<file path="src/design/smb_div.sv">
// pipelined unsigned restoring divider, one quotient bit per stage
module smb_div #(
    parameter int ND = 32,
    parameter int DW = 16,
    parameter int PW = 8
) (
    input  logic          i_clk,
    input  logic          i_rst_n,
    input  logic          i_en,
    input  logic          i_vld,
    input  logic [ND-1:0] i_num,
    input  logic [DW-1:0] i_den,
    input  logic [PW-1:0] i_pay,
    output logic          o_vld,
    output logic [ND-1:0] o_quo,
    output logic [PW-1:0] o_pay
);

    logic [DW-1:0] r_rem [ND];
    logic [ND-1:0] r_num [ND];
    logic [ND-1:0] r_quo [ND];
    logic [DW-1:0] r_den [ND];
    logic [PW-1:0] r_pay [ND];
    logic          r_vld [ND];

    for (genvar g = 0; g < ND; g++) begin : g_stage
        logic [DW-1:0] p_rem;
        logic [ND-1:0] p_num;
        logic [ND-1:0] p_quo;
        logic [DW-1:0] p_den;
        logic [PW-1:0] p_pay;
        logic          p_vld;
        logic [DW:0]   trial;
        logic          ge;

        if (g == 0) begin : g_first
            assign p_rem = '0;
            assign p_num = i_num;
            assign p_quo = '0;
            assign p_den = i_den;
            assign p_pay = i_pay;
            assign p_vld = i_vld;
        end else begin : g_next
            assign p_rem = r_rem[g-1];
            assign p_num = r_num[g-1];
            assign p_quo = r_quo[g-1];
            assign p_den = r_den[g-1];
            assign p_pay = r_pay[g-1];
            assign p_vld = r_vld[g-1];
        end

        assign trial = {p_rem, p_num[ND-1]};
        assign ge    = (trial >= {1'b0, p_den});

        always_ff @(posedge i_clk) begin
            if (!i_rst_n) begin
                r_vld[g] <= 1'b0;
            end else if (i_en) begin
                r_vld[g] <= p_vld;
            end
        end

        always_ff @(posedge i_clk) begin
            if (i_en) begin
                r_rem[g] <= ge ? DW'(trial - {1'b0, p_den}) : trial[DW-1:0];
                r_num[g] <= {p_num[ND-2:0], 1'b0};
                r_quo[g] <= {p_quo[ND-2:0], ge};
                r_den[g] <= p_den;
                r_pay[g] <= p_pay;
            end
        end
    end

    assign o_vld = r_vld[ND-1];
    assign o_quo = r_quo[ND-1];
    assign o_pay = r_pay[ND-1];

endmodule

</file>
<file path="config.mk">
export PLATFORM = sky130hd
export DESIGN_NAME = smb_div
export DESIGN_NICKNAME = d
export VERILOG_FILES = /design/src/design/smb_div.sv
export SDC_FILE = /design/constraint.sdc
export NUM_CORES = 2
export LEC_CHECK = 0
export BUFFER_PORTS_ARGS = -buffer_cell sky130_fd_sc_hd__buf_2
export CAP_MARGIN = 10
export CORE_AREA = 2 2 629 631
export CTS_CLUSTER_DIAMETER = 60
export DETAILED_ROUTE_END_ITERATION = 16
export DIE_AREA = 0 0 631 633
export GPL_TIMING_DRIVEN = 0
export PLACE_DENSITY = 0.36
export REMOVE_ABC_BUFFERS = 1
export SLEW_MARGIN = 20
export SYNTH_ARGS = -nofsm -noshare
export SYNTH_HDL_FRONTEND = slang
export SYNTH_SLANG_ARGS = --single-unit
</file>
<file path="constraint.sdc">
create_clock -name i_clk -period 4.3 [get_ports i_clk]
set_clock_uncertainty 0.05 [all_clocks]
set_input_delay 0.215 -clock i_clk [delete_from_list [all_inputs] [get_ports i_clk]]
set_output_delay 0.215 -clock i_clk [all_outputs]
set_load 0.01 [all_outputs]
</file>
-- After elaboration in Yosys (flattened, before gate mapping)
Memories as Yosys holds them, arrays and structs flattened.
Index checks and enable logic that the tools add are counted.
- flip-flop bits (word level): 0
- bits in writable memories: 3328
- input port bits: 60
- output and inout bits: 41
- logic and storage cells: 171
- memories kept: 6
- memory list (memory ; words ; width ; read ports ; clocked after Yosys merged registers in ; write ports ; RTL line ; source):
    r_quo ; 32 ; 32 ; 32 ; 0 ; 32 ; 21 ; logic [ND-1:0] r_quo [ND];
    r_num ; 32 ; 31 ; 31 ; 0 ; 32 ; 20 ; logic [ND-1:0] r_num [ND];
    r_den ; 32 ; 16 ; 31 ; 0 ; 32 ; 22 ; logic [DW-1:0] r_den [ND];
    r_rem ; 32 ; 16 ; 31 ; 0 ; 32 ; 19 ; logic [DW-1:0] r_rem [ND];
    r_pay ; 32 ; 8 ; 32 ; 0 ; 32 ; 23 ; logic [PW-1:0] r_pay [ND];
    r_vld ; 32 ; 1 ; 32 ; 0 ; 32 ; 24 ; logic r_vld [ND];
- $add $sub $neg: 32
- order comparisons: 32
- mux-type cells: 69
- bitwise logic cells: 32
- operators with widths (kind ; count):
    $ge 17x16->1 ; 31
    $mux 16 ; 32
    $sub 16x16->16 ; 31
    $mux 1 ; 37
    $or 1x1->1 ; 32
    $ge 1x16->1 ; 1
    $sub 1x16->16 ; 1

-- Depth between registers and ports, before layout
- word-level depth: 4
- depth in mapped cells: 13
- mapped depth without buffers: 12

-- Least setup slack after synthesis
OpenSTA, ideal clock, no wires.
- kind: register to register
- start point: memory r_rem[17][3]
- end point: memory r_rem[18][10], data pin
- setup time: 0.260 ns
- arrival: 2.976 ns
- data required time: 3.990 ns
- path slack: 1.015 ns
- stages on the path, launching flop included: 12
- path buffers: 1
- clock period less this slack: 3.285 ns
- path through: edfxtp_1 > ha_1 > a211oi_1 > nor2_1 > o31a_1 > o41ai_4 > o21ai_1 > a2111oi_2 > nor2_1 > nor3_4 > buf_6 > mux2_2
- RTL lines (what ; RTL line):
    start, declared ; 19

==> impl_metrics.yaml <==
run_status:
  status: "completed"
placed_design:
  dpl.hpwl_um: 125500
  io_buffers: 100
  pre_cts_ws_ns: -1.393
  detailed_place.area_mm2: 0.1055
  gpl.final_weighted_congestion: 0.8252
flow_run:
  maxCapViolations: 0
setup_path:
  crit_path_start: "r_den[6][1]"
  timing.critical_path.to: "r_rem[7][2]"
  reg2reg_from: "r_den[6][1]"
  setup.worst_path.start_class: "flip-flop"
  start_to_end_type_of_the_worst_setup_path: "reg2reg"
  endpoint_kind: "flip-flop"
  worstRegToRegCells: 11
  cp.required_ns: 4.88
  critical_path.max_fanout: 16
  timing.reg2reg.setup_slack_ns: 0.22
  rr_endpoint: "r_rem[7][2]"
  critPathArrivalTime_ns: 4.65
global_route:
  gr-total-overflow: 0
  first_global_vias: 53210
  globalRouteTotalUtil_pct: 9.480
  grt_pass1_wl_um: 304900
  antenna_violations_before_repair: 3
  grt_start_max_net_pins: 144
synthesis:
  synth.distinct_cells: 84
  top_cell_types_by_occurrence_after_synthesis: "sky130_fd_sc_hd__edfxtp_1, sky130_fd_sc_hd__inv_1, sky130_fd_sc_hd__ha_1"
  average_size_of_a_mapped_cell_um2: 15.17
  synth.yosys.seq_area_share_pct: 70.62
  most_common_cell_in_the_netlist: "sky130_fd_sc_hd__edfxtp_1"
  synth_seq_cells: 2304
  ys_warns: 0
  synth_cells: 6457
  largest_cells_by_area_after_synthesis: "sky130_fd_sc_hd__edfxtp_1, sky130_fd_sc_hd__ha_1, sky130_fd_sc_hd__mux2_2, sky130_fd_sc_hd__inv_1, sky130_fd_sc_hd__xnor2_1"
  synth_top_area_share_pct: 70.60
  synth-edff-count: 2303
  asyncSetResetFlopFracSynth_pct: 0
  syn_area_mm2: 0.09795
  synthDominantAreaCellType: "sky130_fd_sc_hd__edfxtp_1"
  synthFlopType: "sky130_fd_sc_hd__edfxtp_1"
route:
  remaining_drc_errors: 0
  drtIter0Drc: 3010
  drt-pass1-iter-count: 7
  avgRoutedWirePerCell_um: 15.44
  detailroute.via_count: 51659
  route.detailed.vias_per_inst: 4.144
  antenna_violating_nets_post_route: 0
  wirelength_um: 192500
cts:
  cts_inserted_buffers: 330
  tritoncts_num_sinks: 2304
  cts.root.buffer_cell: "sky130_fd_sc_hd__clkbuf_16"
  worstSkewPairLatency_ns: 0.92
  tritoncts_clock_tree: "done"
  clk_transition_reported_paths_ns: 0.05
  clockBufferDepth: 4
  htree_num_levels: 5
power:
  switchingPower_uw: 25490
  worst_ir_drop_vdd_mv: 0.3078
  total_power_uw: 83250
  part_of_the_total_power_dissipated_in_combinational_logic_pct: 28.9
  p_leak_uw: 0.04397
  power_switching_share_pct: 30.62
  cellPowerDensity_mw_per_mm2: 706.1
  seqPwrFrac_pct: 38.5
  pwr-share-clk_pct: 32.6
  cellInternalPower_uw: 57750
finish:
  area_growth_syn_to_layout_pct: 20.36
  final_instance_area_mm2: 0.1179
  layout-drive-gt1-share_pct: 13.27
  num-nets-final: 7565
  finalCoreUtilization_pct: 30.08
sta:
  fin_crit_sh_pct: 94.79
  clock.fmax_mhz: 245.3
  final_period_minus_worst_setup_slack_ns: 4.076
  drv_slew: 0
  max-slew-margin-rel_pct: 21.33
  setup_slack_ns: 0.2238
  final_hold_viol_count: 0
  setup_tns_ns: 0
  grt_setup_unrepaired: "no"
  max_slew.worst_pin.slew_ns: 1.169
  final-setup-viol-count: 0
floorplanning:
  floorplan.core_area_mm2: 0.3920
  placement_rows: 230
  initial_core_util_pct: 24.99
  pin_count: 101
  die_area_mm2: 0.3994
  floorplan.die.height_um: 633
  die_width_um: 631
hold_path:
  holdCritPathClass: "in2reg"
==> sequential cells by signal, indices dropped and copies added, names as in the netlist <==
name,count
r_rem,496
r_vld,32
r_pay,256
r_den,496
r_num,496
r_quo,528
==> worst min path at each step <==
stage               cells after the start            to  startpoint
floorplan                               0   r_den[0][0]    i_den[0]
global placement                        1  r_num[0][28]   i_num[28]
detailed placement                      1   r_num[0][1]    i_num[1]
CTS                                     4  r_num[1][30]        i_en
global route                            4   r_den[1][1]        i_en
finish                                  4   r_den[0][5]        i_en
==> per-stage QoR <==
stage,hold WS [ns],cells
floorplan,0.2639,6388
global placement,0.3410,11708
detailed placement,0.3431,11740
CTS,0.005910,12461
global route,0.07710,12465
finish,0.1099,12466
==> layout make-up <==
cell class | instances | area, um^2
clock inverter | 217 | 2442
multi-input combinational | 3444 | 26240
tap | 5220 | 6531
timing repair buffer | 257 | 2571
sequential | 2304 | 69180
inverter | 640 | 2404
clock buffer | 382 | 8527
antenna | 2 | 5.005
fill | 38826 | 274100
==> kinds of logic (layout without fill, tap and decap cells) <==
kind of cell | count (synthesis) | in the layout | share of synthesized area, %
AO/OA/AOI/OAI | 1165 | 1165 | 7.589
flip-flops | 2304 | 2304 | 70.62
XOR/XNOR | 340 | 340 | 3.040
AND/OR/NAND/NOR | 1112 | 1112 | 5.594
buffers and inverters | 709 | 1496 | 2.774
other | 0 | 2 | 0
adder cells (fa/ha/maj) | 528 | 528 | 6.974
multiplexers | 299 | 299 | 3.407
==> worst max-delay path, cell delays in order (launching register included) <==
cell                       delay, ns
sky130_fd_sc_hd__edfxtp_1       0.44
sky130_fd_sc_hd__inv_1          0.06
sky130_fd_sc_hd__ha_1           0.29
sky130_fd_sc_hd__nor2b_1        0.12
sky130_fd_sc_hd__o21ai_0        0.11
sky130_fd_sc_hd__a21boi_0       0.40
sky130_fd_sc_hd__o31ai_2        0.19
sky130_fd_sc_hd__nand2_1        0.18
sky130_fd_sc_hd__nor4_1         0.09
sky130_fd_sc_hd__o41ai_1        0.63
sky130_fd_sc_hd__a211o_1        0.79
sky130_fd_sc_hd__mux2_2         0.42
==> power groups by stage <==
stage	combinational, uW	sequential (uW)	clock [uW]
2_1_floorplan	18000	31600	0
3_5_place_dp	24000	32500	0
6_report	24100	32000	27200
5_1_grt	27100	32500	29300
4_1_cts	24300	32100	28500
3_3_place_gp	23400	34300	0
==> layout by cell type (no fill, tap or decap), drive strengths merged, types with 21 or more instances in the layout <==
| cell | netlist | routed |
|---|---|---|
| dlygate4sd3 | 0 | 115 |
| fa | 30 | 30 |
| edfxtp | 2303 | 2303 |
| o21ai | 252 | 252 |
| clkinv | 1 | 119 |
| o31a | 21 | 21 |
| ha | 498 | 498 |
| nor2b | 91 | 91 |
| o31ai | 26 | 26 |
| a211oi | 21 | 21 |
| and4 | 21 | 21 |
| xnor2 | 222 | 222 |
| a21oi | 367 | 367 |
| o21a | 87 | 87 |
| clkbuf | 50 | 382 |
| a21boi | 33 | 33 |
| o21bai | 28 | 28 |
| nor3 | 83 | 83 |
| nand2 | 201 | 201 |
| nor2 | 355 | 355 |
| nand4 | 43 | 43 |
| xor2 | 118 | 118 |
| nand3 | 83 | 83 |
| clkinvlp | 0 | 22 |
| bufinv | 0 | 37 |
| or3 | 42 | 42 |
| and3 | 60 | 60 |
| a21o | 120 | 120 |
| mux2i | 39 | 39 |
| inv | 639 | 679 |
| a31oi | 54 | 54 |
| nand2b | 58 | 58 |
| mux2 | 260 | 260 |
| buf | 19 | 140 |
==> layer usage <==
metal | vias up | GRT usage (%) | part of all wire (%)
li1 | 25376 | - | -
met3 | 478 | 1.696 | 4.0
met1 | 25008 | 12.14 | 45
met2 | 797 | 15.67 | 47
met5 | - | 0 | 0
met4 | 0 | 4.149 | 4.1
==> timing repair <==
item                                   4_1_cts  5_1_grt
hold buffers                               120        0
cloned                                       2        0
resized for setup                            3        7
setup endpoints to repair                  160       55
endpoints found under the hold margin      221        0
setup buffers                                0        2
pin swaps                                    0        1
(Power assumes the default switching activity.)
