`src/design/smb_pkg.sv`:
```
// shared constants, types and helper functions of the stabilization matrix builder
package smb_pkg;

    localparam int ATAN_COUNT = 24;

    localparam logic signed [35:0] PI_Q30      = 36'sd3373259426;
    localparam logic signed [35:0] HALF_PI_Q30 = 36'sd1686629713;
    localparam logic signed [35:0] TWO_PI_Q30  = 36'sd6746518852;
    localparam logic signed [32:0] GAIN_Q30    = 33'sd652032874;

    localparam logic [15:0] RAW_MIN_Q12  = 16'd41;
    localparam logic [26:0] CORR_MIN_Q16 = 27'd655;
    localparam logic [26:0] UNITY_Q16    = 27'd65536;

    localparam logic signed [44:0] OUT_MAX = 45'sd8388607;
    localparam logic signed [44:0] OUT_MIN = -45'sd8388608;

    typedef enum logic [2:0] {
        CFG_FRAME_WIDTH,
        CFG_FRAME_HEIGHT,
        CFG_ENABLE_X,
        CFG_ENABLE_Y,
        CFG_ENABLE_ZOOM,
        CFG_ENABLE_ROTATION,
        CFG_ENABLE_SCALE
    } t_cfg_idx;

    function automatic logic [30:0] atan_q30(input int unsigned i);
        logic [30:0] v;
        case (i)
            0:       v = 31'd843314856;
            1:       v = 31'd497837829;
            2:       v = 31'd263043836;
            3:       v = 31'd133525158;
            4:       v = 31'd67021686;
            5:       v = 31'd33543515;
            6:       v = 31'd16775850;
            7:       v = 31'd8388437;
            8:       v = 31'd4194282;
            9:       v = 31'd2097149;
            10:      v = 31'd1048575;
            11:      v = 31'd524287;
            12:      v = 31'd262143;
            13:      v = 31'd131071;
            14:      v = 31'd65535;
            15:      v = 31'd32767;
            16:      v = 31'd16383;
            17:      v = 31'd8191;
            18:      v = 31'd4095;
            19:      v = 31'd2047;
            20:      v = 31'd1023;
            21:      v = 31'd511;
            22:      v = 31'd255;
            23:      v = 31'd127;
            default: v = 31'd0;
        endcase
        return v;
    endfunction

    function automatic logic signed [23:0] sat24(input logic signed [44:0] v);
        logic signed [23:0] r;
        if (v > OUT_MAX) begin
            r = OUT_MAX[23:0];
        end else if (v < OUT_MIN) begin
            r = OUT_MIN[23:0];
        end else begin
            r = v[23:0];
        end
        return r;
    endfunction

endpackage

```
`src/design/smb_cordic.sv`:
```
// pipelined rotation-mode cordic with angle wrap and quadrant fold
module smb_cordic #(
    parameter int NS = 16,
    parameter int PW = 8
) (
    input  logic                i_clk,
    input  logic                i_rst_n,
    input  logic                i_en,
    input  logic                i_vld,
    input  logic signed [16:0]  i_rot,
    input  logic [PW-1:0]       i_pay,
    output logic                o_vld,
    output logic signed [32:0]  o_cs,
    output logic signed [32:0]  o_sn,
    output logic [PW-1:0]       o_pay
);

    logic signed [35:0] n_a0, n_a1, n_a;
    logic signed [35:0] r_a;
    logic [PW-1:0]      r_pay_a;
    logic               r_vld_a;

    logic signed [35:0] n_zf;
    logic               n_negf;
    logic signed [32:0] r_z0;
    logic               r_neg0;
    logic [PW-1:0]      r_pay0;
    logic               r_vld0;

    logic signed [32:0] r_x [NS];
    logic signed [32:0] r_y [NS];
    logic signed [32:0] r_z [NS];
    logic               r_neg [NS];
    logic [PW-1:0]      r_pay [NS];
    logic               r_vld [NS];

    logic signed [32:0] r_cs, r_sn;
    logic [PW-1:0]      r_pay_o;
    logic               r_vld_o;

    // a = -rot in q30, then wrapped once into [-pi, pi]
    always_comb begin
        n_a0 = -(36'(i_rot) <<< 17);
        n_a1 = (n_a0 > smb_pkg::PI_Q30) ? n_a0 - smb_pkg::TWO_PI_Q30 : n_a0;
        n_a  = (n_a1 < -smb_pkg::PI_Q30) ? n_a1 + smb_pkg::TWO_PI_Q30 : n_a1;
    end

    always_comb begin
        n_zf   = r_a;
        n_negf = 1'b0;
        if (r_a > smb_pkg::HALF_PI_Q30) begin
            n_zf   = r_a - smb_pkg::PI_Q30;
            n_negf = 1'b1;
        end else if (r_a < -smb_pkg::HALF_PI_Q30) begin
            n_zf   = r_a + smb_pkg::PI_Q30;
            n_negf = 1'b1;
        end
    end

    always_ff @(posedge i_clk) begin
        if (!i_rst_n) begin
            r_vld_a <= 1'b0;
            r_vld0  <= 1'b0;
        end else if (i_en) begin
            r_vld_a <= i_vld;
            r_vld0  <= r_vld_a;
        end
    end

    always_ff @(posedge i_clk) begin
        if (i_en) begin
            r_a     <= n_a;
            r_pay_a <= i_pay;
            r_z0    <= n_zf[32:0];
            r_neg0  <= n_negf;
            r_pay0  <= r_pay_a;
        end
    end

    for (genvar g = 0; g < NS; g++) begin : g_stage
        logic signed [32:0] p_x, p_y, p_z;
        logic               p_neg;
        logic [PW-1:0]      p_pay;
        logic               p_vld;
        logic signed [32:0] at;

        if (g == 0) begin : g_first
            assign p_x   = smb_pkg::GAIN_Q30;
            assign p_y   = '0;
            assign p_z   = r_z0;
            assign p_neg = r_neg0;
            assign p_pay = r_pay0;
            assign p_vld = r_vld0;
        end else begin : g_next
            assign p_x   = r_x[g-1];
            assign p_y   = r_y[g-1];
            assign p_z   = r_z[g-1];
            assign p_neg = r_neg[g-1];
            assign p_pay = r_pay[g-1];
            assign p_vld = r_vld[g-1];
        end

        assign at = $signed({2'b00, smb_pkg::atan_q30(g)});

        always_ff @(posedge i_clk) begin
            if (!i_rst_n) begin
                r_vld[g] <= 1'b0;
            end else if (i_en) begin
                r_vld[g] <= p_vld;
            end
        end

        always_ff @(posedge i_clk) begin
            if (i_en) begin
                if (!p_z[32]) begin
                    r_x[g] <= p_x - (p_y >>> g);
                    r_y[g] <= p_y + (p_x >>> g);
                    r_z[g] <= p_z - at;
                end else begin
                    r_x[g] <= p_x + (p_y >>> g);
                    r_y[g] <= p_y - (p_x >>> g);
                    r_z[g] <= p_z + at;
                end
                r_neg[g] <= p_neg;
                r_pay[g] <= p_pay;
            end
        end
    end

    always_ff @(posedge i_clk) begin
        if (!i_rst_n) begin
            r_vld_o <= 1'b0;
        end else if (i_en) begin
            r_vld_o <= r_vld[NS-1];
        end
    end

    always_ff @(posedge i_clk) begin
        if (i_en) begin
            r_cs    <= r_neg[NS-1] ? -r_x[NS-1] : r_x[NS-1];
            r_sn    <= r_neg[NS-1] ? -r_y[NS-1] : r_y[NS-1];
            r_pay_o <= r_pay[NS-1];
        end
    end

    assign o_vld = r_vld_o;
    assign o_cs  = r_cs;
    assign o_sn  = r_sn;
    assign o_pay = r_pay_o;

endmodule

```
`config.mk`:
```
export PLATFORM = sky130hd
export DESIGN_NAME = smb_cordic
export DESIGN_NICKNAME = d
export VERILOG_FILES = /design/src/design/smb_pkg.sv /design/src/design/smb_cordic.sv
export SDC_FILE = /design/constraint.sdc
export NUM_CORES = 2
export LEC_CHECK = 0
export BUFFER_PORTS_ARGS = -buffer_cell sky130_fd_sc_hd__clkbuf_2
export CAP_MARGIN = 40
export CORE_UTILIZATION = 40
export CTS_CLUSTER_DIAMETER = 30
export DETAILED_ROUTE_END_ITERATION = 10
export HOLD_SLACK_MARGIN = 0.06
export PLACE_DENSITY = 0.6
export SYNTH_ARGS = -nofsm -noshare
export SYNTH_HDL_FRONTEND = slang
export SYNTH_SLANG_ARGS = --single-unit
```
`constraint.sdc`:
```
create_clock -name i_clk -period 15.4 [get_ports i_clk]
set_input_delay 0.77 -clock i_clk [delete_from_list [all_inputs] [get_ports i_clk]]
set_output_delay 0.77 -clock i_clk [all_outputs]
set_load 0.005 [all_outputs]
```
Yosys cells after proc, flatten, opt, wreduce, memory -nomap -nowiden
Memory sizes are Yosys's and may differ from the RTL's. A register that Yosys moved wholly into a read port is not among the register bits.
Cells that the tools add are included.
{"block": "totals", "register_bits": 154, "mem_bits_rw": 1744, "inputBits": 29, "output_inout_bits": 75, "wordCells": 355, "n_memories": 6}
{"block": "classes", "addsub": 99, "n_lt_le_gt_ge": 4, "mux": 172, "bitwise_logic": 64, "reduce_logical": 1}
{"memory": "r_x", "words": 16, "width": 33, "read_ports": 16, "rd_ports_with_merged_regs": 0, "wr": 16, "line_no": "smb_cordic.sv:30", "source": "logic signed [32:0] r_x [NS];"}
{"memory": "r_y", "words": 16, "width": 33, "read_ports": 16, "rd_ports_with_merged_regs": 0, "wr": 16, "line_no": "smb_cordic.sv:31", "source": "logic signed [32:0] r_y [NS];"}
{"memory": "r_z", "words": 16, "width": 33, "read_ports": 15, "rd_ports_with_merged_regs": 0, "wr": 16, "line_no": "smb_cordic.sv:32", "source": "logic signed [32:0] r_z [NS];"}
{"memory": "r_pay", "words": 16, "width": 8, "read_ports": 16, "rd_ports_with_merged_regs": 1, "wr": 16, "line_no": "smb_cordic.sv:34", "source": "logic [PW-1:0] r_pay [NS];"}
{"memory": "r_neg", "words": 16, "width": 1, "read_ports": 16, "rd_ports_with_merged_regs": 0, "wr": 16, "line_no": "smb_cordic.sv:33", "source": "logic r_neg [NS];"}
{"memory": "r_vld", "words": 16, "width": 1, "read_ports": 16, "rd_ports_with_merged_regs": 1, "wr": 16, "line_no": "smb_cordic.sv:35", "source": "logic r_vld [NS];"}
{"op": "2-to-1 mux 33 bit", "n": 52}
{"op": "2-to-1 mux 1 bit", "n": 118}
{"op": "2-to-1 mux 36 bit", "n": 2}
{"op": "adder 33 x 18 -> 33 bit", "n": 2}
{"op": "adder 33 x 19 -> 33 bit", "n": 2}
{"op": "adder 33 x 20 -> 33 bit", "n": 2}
{"op": "adder 33 x 21 -> 33 bit", "n": 2}
{"op": "adder 33 x 22 -> 33 bit", "n": 2}
{"op": "adder 33 x 23 -> 33 bit", "n": 2}
{"op": "adder 33 x 24 -> 33 bit", "n": 2}
{"op": "adder 33 x 25 -> 33 bit", "n": 2}
{"op": "adder 33 x 26 -> 33 bit", "n": 2}
{"op": "adder 33 x 27 -> 33 bit", "n": 2}
{"op": "adder 33 x 28 -> 33 bit", "n": 2}
{"op": "adder 33 x 29 -> 33 bit", "n": 2}
{"op": "adder 33 x 30 -> 33 bit", "n": 2}
{"op": "adder 33 x 31 -> 33 bit", "n": 2}
{"op": "adder 33 x 32 -> 33 bit", "n": 2}
{"op": "negation 33 bit", "n": 2}
{"op": "subtractor 33 x 18 -> 33 bit", "n": 2}
{"op": "subtractor 33 x 19 -> 33 bit", "n": 2}
{"op": "subtractor 33 x 20 -> 33 bit", "n": 2}
{"op": "subtractor 33 x 21 -> 33 bit", "n": 2}
{"op": "subtractor 33 x 22 -> 33 bit", "n": 2}
{"op": "53 further kinds", "n": 126}

Logic depth before layout (Yosys ltp)
{"block": "logic_depth", "ltp_word": 5, "ltp_mapped": 21, "depth_no_buf": 21}

Worst setup path after synthesis
No wires, ideal clock.
{"block": "synth_timing", "path_type": "input to register", "start": "input i_en", "end": "memory r_z[5][31] (netlist: r_z[0][196]), data pin", "setup_ps": 258, "arrival_ps": 5528, "required_time_ps": 15142, "path_slack_ps": 9615, "stages": 19, "path_buffers": 4, "cell_sequence": "clkbuf_1 -> clkbuf_1 -> nand2_1 -> inv_1 -> clkbuf_1 -> clkbuf_1 -> ha_1 -> o21ai_0 -> a21oi_1 -> o211ai_1 -> o21ai_1 -> a21oi_1 -> o31ai_1 -> o41a_1 -> a41o_1 -> o41ai_1 -> o221ai_1 -> a21oi_1 -> xnor2_1"}
{"item": "start, declared", "line_no": "smb_cordic.sv:8", "source": "input logic i_en,"}
{"item": "end, declared", "line_no": "smb_cordic.sv:32"}

==> reports/results.ini <==
[status]
status=complete, no violations

[synthesis]
synth.area.mux_share=0.00910
synthAdderAreaFrac=0.140
synth_nets=14628
synth_compound_area_frac=0.178
syn_avg_cell_area_sq_um=9.97
ys_seq_elements=1717
synthFlopType=edfxtp_1
yosys_warnings=0
yosysSeqAreaShare=0.393
synth-simple-area-share=0.132
async_reset_ff_frac=0
synth_cells=13154
ys_types=103
synth_enable_flop_cells=1713
synth_xor_area_frac=0.127
mappedNetlistArea_sq_um=131000
synth_top_family_by_area=compound AO/OA/AOI/OAI gates

[detailed_routing]
vias=98551
firstDrtPassIters=6
via_per_inst=5.43
detail-route-antenna-nets=0
met3_length_mm=12.3
wl_per_cell_um=17.3
met1_length_mm=141
met2_length_mm=152
drtIter0Drc=6321
drcViolationCount=0
top_layer=met4
wl_mm=314

[finish]
drive_above_1_share=0.0717
fillers=30537
area_growth_pct=14.4
seqCellArea_sq_um=51500
fin_cells=18156
final_cell_mix=1713 x edfxtp_1, 1403 x ha_1, 1294 x xnor2_1
final_util=0.461
final_nets=14984
multi_input_area_sq_um=76900
final_common_cell=edfxtp_1

[die]
die_y_um=575
rows=209
fp.coreArea_sq_um=325000
die_width_um=575
start_util=0.403
die_area_sq_um=330000
pin_count=104

[sta]
max_freq_ghz=0.144
fin_crit_ps=6970
relSlewSlack=0.294
max_slew.worst_pin.slew_ps=1060
setup_viol=0
fin_setup_tns_ps=0
hold_viol_final=0
skew_ps=59.3
slew_violations=0
period_share=0.452
finalWorstSetupSlack_ps=8430
rsz0062_at_grt=false

[global_routing]
grt-ovfl-total=0
grt_pass1_wl_mm=504
grt_max_degree=165
grt_use_total=0.185
grt_pass1_vias=95732
antenna_found_initial=2

[worst_setup_path]
crit_path_max_fanout=74
worstPathRequired_ps=16040
path_cells=buf_12 -> buf_4 -> buf_4 -> nand2_1 -> buf_4 -> inv_2 -> buf_4 -> mux2i_1 -> fa_1 -> a211oi_1 -> o21ai_0 -> a32o_1 -> a31oi_1 -> a21oi_1 -> o21ai_0 -> o311ai_0 -> o211a_1 -> o21a_1 -> o21a_1 -> o41a_1 -> xnor2_1
critPathMostFrequentCell=buf_4
cp.arrival_ps=7600
crit_slowest_cell=buf_4
start_kind=primary input
slowest_delay_ps=750
path_class=in -> reg
cp_top_family=buffers and inverters
path_buf_inv=6
end_kind=flop

[place]
place_ws_ps=7420
gp_congestion=0.894
io_buffer_count=103
dp_hpwl_mm=241
placed_cells=17446

[clocking]
cts_root_buf=clkbuf_16
cts_tree=built
htree_levels=5
clockBufferDepth=4
clkTransAtPathRegs_ps=50
cts_buffers=379
clk_latency_ps=940
cts_sinks=1717

[worst_hold_path]
hold_path_class=in -> reg

[job]
maxCapViolCount=0

==> final cells by class <==
| class | instances | share of cell area |
|---|---|---|
| inverters | 515 | 0.0129 |
| clock buffers | 417 | 0.0646 |
| repair buffers | 185 | 0.00816 |
| well taps | 4325 | 0.0361 |
| diodes | 2 | 0.0000334 |
| flip-flops and latches | 1717 | 0.343 |
| multi-input cells | 10712 | 0.513 |
| clock inverters | 283 | 0.0222 |
==> timing repair <==
item,in CTS,in global routing
endpoints found under the setup margin,0,0
buffers inserted,0,0
hold buffers,8,0
gates resized for setup,0,0
hold endpoints to repair,8,0
==> layer usage <==
layer | global-route usage | up-vias
li1 | - | 49892
met1 | 0.235 | 46289
met3 | 0.0210 | 512
met5 | 0 | -
met4 | 0.0578 | 0
met2 | 0.327 | 1858
==> tightest hold or removal path, cell delays in order <==
cell      delay [ps]
clkbuf_2          80
mux2i_1           60
nor2b_1          100
==> cell usage after synthesis, types with 23 or more instances <==
cell type / n / area (sq um)
o2111ai_1: 33 / 289
o21bai_1: 128 / 961
nor2b_1: 174 / 1090
inv_1: 507 / 1900
a31oi_1: 121 / 757
buf_1: 32 / 120
xor2_1: 607 / 5320
o211ai_1: 46 / 345
mux2i_1: 72 / 721
or2_2: 63 / 394
a31o_2: 34 / 298
a21oi_1: 1238 / 6200
or3_1: 144 / 901
a311oi_1: 27 / 236
fa_1: 42 / 841
a211oi_1: 100 / 751
edfxtp_1: 1713 / 51400
a211o_1: 34 / 298
nor4_1: 104 / 651
nand3_1: 252 / 1260
nand4_1: 64 / 400
a41o_1: 25 / 250
o22ai_1: 23 / 144
o31ai_1: 150 / 1130
clkbuf_1: 164 / 616
o41ai_1: 64 / 561
xnor2_1: 1294 / 11300
a21o_1: 404 / 3030
o31a_1: 26 / 228
nor3b_1: 25 / 188
a21boi_0: 59 / 443
or4_1: 69 / 518
ha_1: 1403 / 17600
nor3_1: 329 / 1650
o21a_1: 273 / 2050
o21ai_0: 673 / 3370
and3_1: 125 / 782
nor2_1: 1099 / 4130
mux2_2: 42 / 473
nand2_1: 769 / 2890
and2_1: 79 / 494
nand2b_1: 203 / 1270
==> flip-flops by register name, summed over array words and instances, names as in the netlist, 8 cells and up <==
| register | count |
|---|---|
| r_vld | 16 |
| r_pay_a | 8 |
| g_stage.p_pay | 8 |
| r_neg | 16 |
| o_sn | 33 |
| r_y | 496 |
| r_a | 22 |
| g_stage.p_z | 27 |
| r_x | 470 |
| r_z | 449 |
| o_cs | 33 |
| r_pay | 128 |
| o_pay | 8 |
==> through the flow <==
stage                     instance area [sq um]  hold slack (ps)
final                                    150000              137
after global routing                     150000              141
after global placement                   137000              400
after CTS                                150000             61.5
after floorplan                          131000              400
after detailed placement                 137000              405
==> logic make-up after synthesis <==
| family | Yosys count |
|---|---|
| compound gates | 3674 |
| xor+xnor | 1903 |
| fa+ha+maj | 1445 |
| buf+inv | 725 |
| flops | 1717 |
| mux | 114 |
| simple gates | 3576 |
==> path summary, 6_finish.rpt <==
path	startpoint	end	slack [ps]	cells past startpoint
worst max-delay path	i_en	r_y[1][131]$_DFFE_PP_	8430	21
worst min register to register	g_stage[0].p_pay[7]$_DFFE_PP_	r_pay[0][7]$_DFFE_PP_	390	0
worst max register to register	r_y[0][205]$_DFFE_PP_	r_x[0][263]$_DFFE_PP_	9440	18
worst min-delay path	i_vld	r_vld_a$_SDFFE_PN0P_	140	3
Power is left out: the tool's default activity adds up to more than one toggle a clock period on the data nets, which glitch-free logic cannot reach.
